[config.mk]
export PLATFORM = sky130hd
export DESIGN_NAME = mtwa_cell
export DESIGN_NICKNAME = d
export VERILOG_FILES = /design/src/mac_table_with_aging_assert.svh /design/src/mtwa_pkg.sv /design/src/mtwa_cell.sv
export SDC_FILE = /design/constraint.sdc
export NUM_CORES = 1
export LEC_CHECK = 0
export BUFFER_PORTS_ARGS = -buffer_cell sky130_fd_sc_hd__buf_2
export CORE_MARGIN = 2
export CORE_UTILIZATION = 40
export CTS_BUF_LIST = sky130_fd_sc_hd__clkbuf_2 sky130_fd_sc_hd__clkbuf_4 sky130_fd_sc_hd__clkbuf_8
export DETAILED_ROUTE_END_ITERATION = 10
export GPL_ROUTABILITY_DRIVEN = 0
export GPL_TIMING_DRIVEN = 0
export PLACE_DENSITY = 0.72
export SYNTH_ARGS = -nofsm -noshare
export SYNTH_HDL_FRONTEND = slang
export SYNTH_SLANG_ARGS = --single-unit
[constraint.sdc]
create_clock -name clk_i -period 2.2 [get_ports clk_i]
set_clock_uncertainty 0.05 [all_clocks]
set_input_delay 0.66 -clock clk_i [delete_from_list [all_inputs] [get_ports clk_i]]
set_output_delay 0.66 -clock clk_i [all_outputs]
set_load 0.02 [all_outputs]
[src/mac_table_with_aging_assert.svh]
// Assertion macros for the MAC table with aging.
`ifndef MAC_TABLE_WITH_AGING_ASSERT_SVH
`define MAC_TABLE_WITH_AGING_ASSERT_SVH

// Condition implies consequence in the same cycle.
`define MTWA_ASSERT_NOW(label, clk, rstn, cond, cons, msg) \
  label: assert property (@(posedge clk) disable iff (!rstn) (cond) |-> (cons)) \
    else $error(msg);

// Condition implies consequence in the next cycle.
`define MTWA_ASSERT_NEXT(label, clk, rstn, cond, cons, msg) \
  label: assert property (@(posedge clk) disable iff (!rstn) (cond) |=> (cons)) \
    else $error(msg);

`endif

[src/mtwa_pkg.sv]
// ----------------------------------------------------------------------------
// mtwa_pkg
// Types and codes shared by the MAC table cells and the controller.
// ----------------------------------------------------------------------------
`default_nettype none
package mtwa_pkg;

  localparam int unsigned NUM_W = 11;
  localparam int unsigned MAC_W = 48;

  localparam logic [1:0] CMD_TOUCH  = 2'd0;
  localparam logic [1:0] CMD_LOOKUP = 2'd1;
  localparam logic [1:0] CMD_SWEEP  = 2'd2;

  localparam logic [2:0] ST_FOUND    = 3'd0;
  localparam logic [2:0] ST_INSERTED = 3'd1;
  localparam logic [2:0] ST_FULL     = 3'd2;
  localparam logic [2:0] ST_MISS     = 3'd3;
  localparam logic [2:0] ST_SWEPT    = 3'd4;

  typedef struct packed {
    logic             vld;
    logic [1:0]       cmd;
    logic [MAC_W-1:0] mac;
    logic             hit;
    logic [NUM_W-1:0] num;
    logic [NUM_W-1:0] free;
    logic [NUM_W-1:0] removed;
  } tok_t;

  typedef struct packed {
    logic             we;
    logic [NUM_W-1:0] num;
    logic [MAC_W-1:0] mac;
  } wr_t;

endpackage
`default_nettype wire

[src/mtwa_cell.sv]
// ----------------------------------------------------------------------------
// mtwa_cell
// One table entry; updates itself as the command token passes and hands the
// token on to the next entry through its token register.
// ----------------------------------------------------------------------------
`default_nettype none
module mtwa_cell #(
  parameter int unsigned SLOT = 0
) (
  input  wire logic           clk_i,
  input  wire logic           rst_ni,
  input  wire logic [1:0]     limit_i,
  input  wire mtwa_pkg::wr_t  wr_i,
  input  wire mtwa_pkg::tok_t tok_i,
  output mtwa_pkg::tok_t      tok_o
);
  localparam int unsigned W = mtwa_pkg::NUM_W;
  localparam logic [W-1:0] SLOT_NUM = W'(SLOT + 1);

  logic                      valid_q, valid_d;
  logic [1:0]                age_q, age_d;
  logic [mtwa_pkg::MAC_W-1:0] mac_q, mac_d;
  mtwa_pkg::tok_t            tok_q, tok_d;

  always_comb begin
    valid_d = valid_q;
    age_d   = age_q;
    mac_d   = mac_q;
    tok_d   = tok_i;
    if (tok_i.vld) begin
      if (tok_i.cmd == mtwa_pkg::CMD_SWEEP) begin
        if (valid_q) begin
          if (age_q >= limit_i) begin
            valid_d = 1'b0;
            age_d = 2'd0;
            tok_d.removed = tok_i.removed + W'(1);
          end else begin
            age_d = age_q + 2'd1;
          end
        end
      end else if (tok_i.cmd == mtwa_pkg::CMD_TOUCH || tok_i.cmd == mtwa_pkg::CMD_LOOKUP) begin
        if (valid_q && mac_q == tok_i.mac && !tok_i.hit) begin
          tok_d.hit = 1'b1;
          tok_d.num = SLOT_NUM;
          if (tok_i.cmd == mtwa_pkg::CMD_TOUCH) age_d = 2'd0;
        end
        if (!valid_q && tok_i.free == '0) tok_d.free = SLOT_NUM;
      end
    end
    if (wr_i.we && wr_i.num == SLOT_NUM) begin
      valid_d = 1'b1;
      age_d = 2'd0;
      mac_d = wr_i.mac;
    end
  end

  always_ff @(posedge clk_i or negedge rst_ni) begin
    if (!rst_ni) begin
      valid_q <= 1'b0;
      age_q   <= 2'd0;
      tok_q   <= '0;
    end else begin
      valid_q <= valid_d;
      age_q   <= age_d;
      tok_q   <= tok_d;
    end
  end

  always_ff @(posedge clk_i) begin
    mac_q <= mac_d;
  end

  assign tok_o = tok_q;
endmodule
`default_nettype wire

==> summary.md, run 1 <==
| Metric | Value |
|---|---|
| Vias in the first global route | approximately 3,500 |
| Leakage power figure | between 2 and 3 nW |
| CP max stage cell | and3_2 |
| Hold Vio Cnt, Final | 0 |
| Hold-fix buffers, CTS | 0 |
| Seq/Total Area, Yosys | 0.772 |
| Chip Width | 113 microns |
| Max_cap viols | 0 |
| Placeable Area | ~11,000 sq um |
| Reg clk slew, reported paths | roughly 0.070 ns |
| Antenna Nets Post-Route | 0 |
| Most frequent cells in the layout | buf_2 (232), dfrtp_1 (88), xnor2_1 (50) |
| Synth area leaders | dfrtp_1 (47%), edfxtp_1 (31%), xnor2_1 (9.3%), nand4_1 (2.0%), nor2b_1 (1.2%) |
| Row cnt | 39 |
| I/O Buffers | 233 |
| Largest family of logic cells by synthesized area | XOR/XNOR gates |
| Area grow syn2layout | 37.9% |
| Syn Std Cell Area | roughly 4700 sq um |
| Die height | between 100 and 150 microns |
| Max Slew Vio Count | 0 |
| DRC Markers | 0 |
| Worst R2R Setup Slack | roughly 0.19 ns |
| First-pass GRT wire length | about 17,000 microns |
| Netlist cell types | 34 |
| Worst EP required | between 2 and 2.5 ns |
| Async SR Flop Fraction | 0.647 |
| Family with the most delay on the worst path | simple AND/OR/NAND/NOR gates |
| Post-synthesis simple-gate area fraction | 0.0798 |
| Post-synthesis mux area share | 0.00239 |
| Clk Latency, worst-skew pair | roughly 0.44 ns |
| Post-route cell area | 6510 sq um |
| Synth Area in Adders | 0.00795 |
| Period minus WS final | ~2.0 ns |
| Worst path cell trace | buf_2 > nor4b_1 > and3_2 |
| Initial antenna violation count | 0 |
| F_max | 488 MHz |
| Pwr dens | ~800 nW/um^2 |
| Syn nets | 444 |
| VDD IR max | around 0.52 mV |
| Yosys top cell area share | 0.467 |
| Reg2reg start | mac_q[8] |
| Class of the worst hold path | input pin to asynchronous set/reset pin |
| I/O pin count | around 230 |
| Placed instance area | between 6000 and 7000 sq um |
| Setup-failing EPs final | 0 |
| Final setup TNS | 0 ns |
| Final Cycle Share | 0.931 |
| Iteration-0 DRC Markers | 156 |
| CP peak stage delay | a little over 1 ns |
| Synth Instances | 292 |
| Share of cells above drive strength 1 | 0.491 |
| Via density | approximately 4.6 |
| Status | finished clean |
| Syn. warnings | 0 |
| Worst Tran Pin Value | around 1.2 ns |
| Avg WL per Cell | ~15 microns |
| Bufs and invs on worst path | 1 |
| Leading area contributor after synthesis | dfrtp_1 |
| PnR worst setup slack | between 0.15 and 0.2 ns |
| Max-slew headroom | 0.227 |
| Arr. time, crit path | roughly 2.1 ns |
| Layout Nets | ~700 |
| Reg2reg end | age_q[0] |
| CTS Root Buffer Type | clkbuf_8 |
| EDFF count, synth | 48 |
| Ant. Diodes | 0 |
| Hold slack final | between 0.1 and 0.15 ns |
| Via Count | about 3,200 |
| Crit path launch type | input pin |
| FF+latch count, synth | roughly 140 |
| DP HPWL | about 8300 microns |
| Top_reg_cell synth | dfrtp_1 |
| Largest net degree at the start of global routing | between 50 and 60 |
| DIE AREA | approximately 13,000 sq um |
| Drt total wl | between 10,000 and 15,000 microns |
| Tot GR Track Use | 0.180 |
| Clock sink count | between 100 and 150 |
| Most common cell after layout, fill and taps aside | buf_2 |
| Worst r2r path cells | 8 |
| Xor/xnor share of the synthesized area | 0.102 |
| CTS HTree Levels | 4 |
| Compound-Gate Fraction of Synth Area | 0.0199 |
| Unrepaired setup endpoints after global routing | false |
| Remaining Overflow, GRT | 0 |
| Avg Inst Size Synth | around 16 sq um |
| Crit end category | register |
| Initial Util | 0.412 |
| Worst Setup Path Type | input pin to register |
| Pre-antenna DRT Iters | 5 |
| Clock Path Buffers | 2 |
| Fillers | between 900 and 1,000 |
| CP Max Fanout | 51 |
| CTS buffer count | 17 |
| CTS tree | done |
| DP Worst Slack | -0.413 ns |
==> power breakdown <==
part	switching (mW)	leakage [nW]	internal [mW]	total, mW
logic	0.276	1.30	0.207	0.483
clock network	0.976	0.177	0.923	1.90
registers	0.0188	1.46	2.70	2.72
==> routing by layer <==
metal  track usage  up-vias  routed length [microns]
met3        0.0913       13                     1070
met2         0.304      169                     5510
met4        0.0650        0                      151
li1              -     1520                        -
met1         0.197     1509                     3980
met5             0        -                        0
==> cell usage after synthesis (3+ instances only) <==
cell / number
a21oi_1: 6
clkbuf_1: 10
dfrtp_1: 88
edfxtp_1: 48
ha_1: 3
inv_1: 8
nand2_1: 6
nand2b_1: 3
nand3_1: 4
nand4_1: 15
nor2_1: 6
nor2b_1: 9
nor3_1: 4
nor4_1: 4
o21ai_0: 3
xnor2_1: 50
xor2_1: 5
==> flip-flops by register name, indices dropped and copies added, names as in the netlist <==
name     flops
mac_q       48
valid_q      1
age_q        2
tok_o       85
==> worst register-to-register path, stage by stage (launching register included) <==
cell and delay (ns):
edfxtp_1 0.40, xnor2_1 0.17, nand4_1 0.17, nor4_4 0.32
nand4_1 0.12, buf_4 0.18, buf_4 0.13, o31ai_1 0.21
a21oi_1 0.10
==> repair_timing <==
action	CTS	global route
pin swaps	0	2
setup endpoints to repair	10	10
gates resized for setup	1	3
buffers inserted	0	2
==> area by class of cell <==
type / instances / area (sq um) / share of cell area
tap: 143 / 179 / 0.0275
timing repair buffer: 236 / 1210 / 0.186
buffer: 11 / 48.8 / 0.00750
sequential: 136 / 3640 / 0.560
multi-input combinational: 137 / 1020 / 0.157
clock buffer: 18 / 248 / 0.0381
clock inverter: 14 / 126 / 0.0194
inverter: 8 / 30.0 / 0.00461
==> worst max path at each step <==
stage                     slack (ns)  cells after the start   endpoint      start
after floorplan                 0.09                      2   mac_q[0]   wr_i[50]
after global placement         -0.40                      8  tok_o[30]  tok_i[49]
after detailed placement       -0.41                      8  tok_o[30]  tok_i[49]
after CTS                       0.09                      7  tok_o[30]  mac_q[15]
after global routing            0.03                      3  mac_q[45]   wr_i[50]
final                           0.15                      3  mac_q[19]   wr_i[50]
==> logic make-up (layout without fill, tap and decap cells) <==
group,Yosys count,count (layout)
buf+inv,19,287
simple gates,63,63
mux,1,1
fa+ha+maj,3,3
compound gates,15,15
flops,136,136
xor+xnor,55,55
==> metrics by stage <==
| stage | power [mW] | std cells | utilization |
|---|---|---|---|
| after global routing | 5.33 | 703 | 0.568 |
| final | 5.10 | 703 | 0.568 |
| after detailed placement | 3.26 | 669 | 0.532 |
| after CTS | 5.18 | 701 | 0.565 |
| after floorplan | 2.96 | 292 | - |
| after global placement | 3.24 | 668 | 0.529 |
Power figures use the tool's default switching activity.
==> run 2, diff against run 1 <==
- CELL_PAD_IN_SITES_DETAIL_PLACEMENT: unset -> 2
- CELL_PAD_IN_SITES_GLOBAL_PLACEMENT: unset -> 2
- CORE_UTILIZATION: 40 -> 30
- PLACE_DENSITY: 0.72 -> 0.82
- REMOVE_ABC_BUFFERS: unset -> 1
==> run 2 against run 1 <==
  * First-iteration DRC count fell by 62%
  * Non-clock buffer count fell by 7
  * Cell area rose by 1.4%
  * Die area rose by 32%
  * Routed wire length rose by 27%
  * Critical path type is now register to register
  * Cell count rose by 8.8%
  * Combinational power rose by 2%
==> summary.md, run 2 (synthesis results as in run 1) <==
| Metric | Value |
|---|---|
| Status | finished clean |
| Max-slew headroom | 0.623 (+0.397) |
| CTS Root Buffer Type | clkbuf_8 |
| Avg WL per Cell | 17.7 microns (+16%) |
| DP HPWL | 10,600 microns (+28%) |
| Tot GR Track Use | 0.163 (-0.0172) |
| Total power | 5.10 mW (about the same) |
| Antenna Nets Post-Route | 0 (unchanged) |
| Worst r2r path cells | 8 (unchanged) |
| Final Cycle Share | 0.934 (+0.00270) |
| Period minus WS final | 2.05 ns (+0.00595 ns) |
| Setup-failing EPs final | 0 (unchanged) |
| Placeable Area | 15,300 sq um (+34%) |
| Share of cells above drive strength 1 | 0.505 (+0.0134) |
| Clock Path Buffers | 2 (unchanged) |
| Max Slew Vio Count | 0 (unchanged) |
| Reg2reg start | mac_q[15] |
| Leakage power figure | 2.96 nW (+0.94%) |
| CTS buffer count | 17 (unchanged) |
| Via Count | 3,315 (+3.2%) |
| CP Max Fanout | 4 (-92%) |
| PnR worst setup slack | 0.146 ns (-0.00595 ns) |
| VDD IR max | 0.370 mV (-28%) |
| Pre-antenna DRT Iters | 6 (+1) |
| Clk Latency, worst-skew pair | 0.43 ns (about the same) |
| Via density | 4.33 (-5.1%) |
| Worst Setup Path Type | register to register |
| DRC Markers | 0 (unchanged) |
| DP Worst Slack | -0.821 ns (-0.408 ns) |
| DIE AREA | 16,800 sq um (+32%) |
| Most frequent cells in the layout | buf_2 (232), dfrtp_1 (88), xnor2_1 (49) |
| Initial antenna violation count | 1 (+1) |
| Crit end category | register |
| Most common cell after layout, fill and taps aside | buf_2 |
| I/O Buffers | 233 (unchanged) |
| Post-Place Cells | 727 (+8.7%) |
| Crit path launch type | register |
| Remaining Overflow, GRT | 0 (unchanged) |
| Pwr dens | 772 nW/um^2 (-1.5%) |
| Layout Nets | 692 (-1.0%) |
| Max reg flops | 85 (unchanged) |
| Unrepaired setup endpoints after global routing | true |
| Max_cap viols | 0 (unchanged) |
| Vias in the first global route | 3,804 (+9.1%) |
| Die height | 129 microns (+15%) |
| Worst Setup SP | mac_q[15] |
| Area grow syn2layout | 39.9% |
| CTS HTree Levels | 4 (unchanged) |
| First-pass GRT wire length | 20,100 microns (+18%) |
| Initial Util | 0.308 (-0.103) |
| Hold Vio Cnt, Final | 0 (unchanged) |
| Largest net degree at the start of global routing | 51 (-1.9%) |
| Placed instance area | 6160 sq um (+0.99%) |
| Drt total wl | 13,600 microns (+27%) |
| Finished Layout Cells | 765 (+8.8%) |
| Final setup TNS | 0 ns (unchanged) |
| Arr. time, crit path | 2.32 ns (+0.27 ns) |
| Worst EP required | 2.47 ns (+0.27 ns) |
| Worst Tran Pin Value | 0.565 ns (-0.595 ns) |
| Iteration-0 DRC Markers | 60 (-62%) |
| Reg clk slew, reported paths | 0.07 ns (about the same) |
| F_max | 487 MHz (-0.29%) |
| Row cnt | 45 (+15%) |
| CTS tree | done |
| Clock sink count | 136 (unchanged) |
| Post-route cell area | 6600 sq um (+1.4%) |
| Class of the worst hold path | input pin to asynchronous set/reset pin |
| I/O pin count | 234 (unchanged) |
| Chip Width | 129 microns (+15%) |
[run 2: cell types whose count changed in the layout (fill, tap and decap cells not counted), moves of 2 or more]
cell        delta
clkinv_4       -4
clkbuf_4       +7
clkinvlp_4     -4
buf_4          +2
clkbuf_1      -10
clkbuf_8       +3
[run 2: path summary, 6_finish.rpt]
| check | end | slack, ns |
|---|---|---|
| max | tok_o[23] | 0.15 |
| min | tok_o[25] | 0.16 |
| max reg2reg | tok_o[23] | 0.15 |
| min reg2reg | valid_q | 0.62 |
| max in group asynchronous | tok_o[34] | 1.28 |
| min in group clk_i | tok_o[18] | 0.30 |
[run 2: worst max-delay path, cell delays in order (launching register included)]
cell	delay (ns)
edfxtp_1	0.39
xnor2_1	0.15
nand4_1	0.20
nor4_4	0.34
nand4_1	0.12
buf_4	0.17
nor3_4	0.21
buf_4	0.16
and2b_1	0.17
[run 2: metal layers]
layer,global-route usage,vias to the layer above,share of wire
met4,0.0506,0,0.0089
met2,0.304,158,0.56
met5,0,-,0
met3,0.0698,10,0.086
li1,-,1506,-
met1,0.165,1641,0.35
[run 2: final cells by class]
class	count	area, sq um
Tap cell	211	264
Sequential cell	136	3640
Timing Repair Buffer	240	1260
Multi-Input combinational cell	137	1040
Clock buffer	28	342
Antenna cell	1	2.50
Clock inverter	4	21.3
Fill cell	1594	8710
Inverter	8	30.0
[run 2: stage by stage]
step | util | hold slack, ns
floorplan | - | 0.314
finish | 0.431 | 0.164
CTS | 0.429 | 0.160
global placement | 0.399 | 0.580
global route | 0.431 | 0.167
detailed placement | 0.402 | 0.611
[run 2: power breakdown]
part           internal, mW  switching, mW  total, mW
clock                 0.982          0.892       1.87
combinational         0.205          0.290      0.494
sequential             2.70         0.0245       2.73
[run 2: repair_timing]
action,4_1_cts,5_1_grt
gates resized for setup,2,5
setup endpoints to repair,12,14
setup buffers,5,0
pin swaps,2,4
hold buffers,0,0
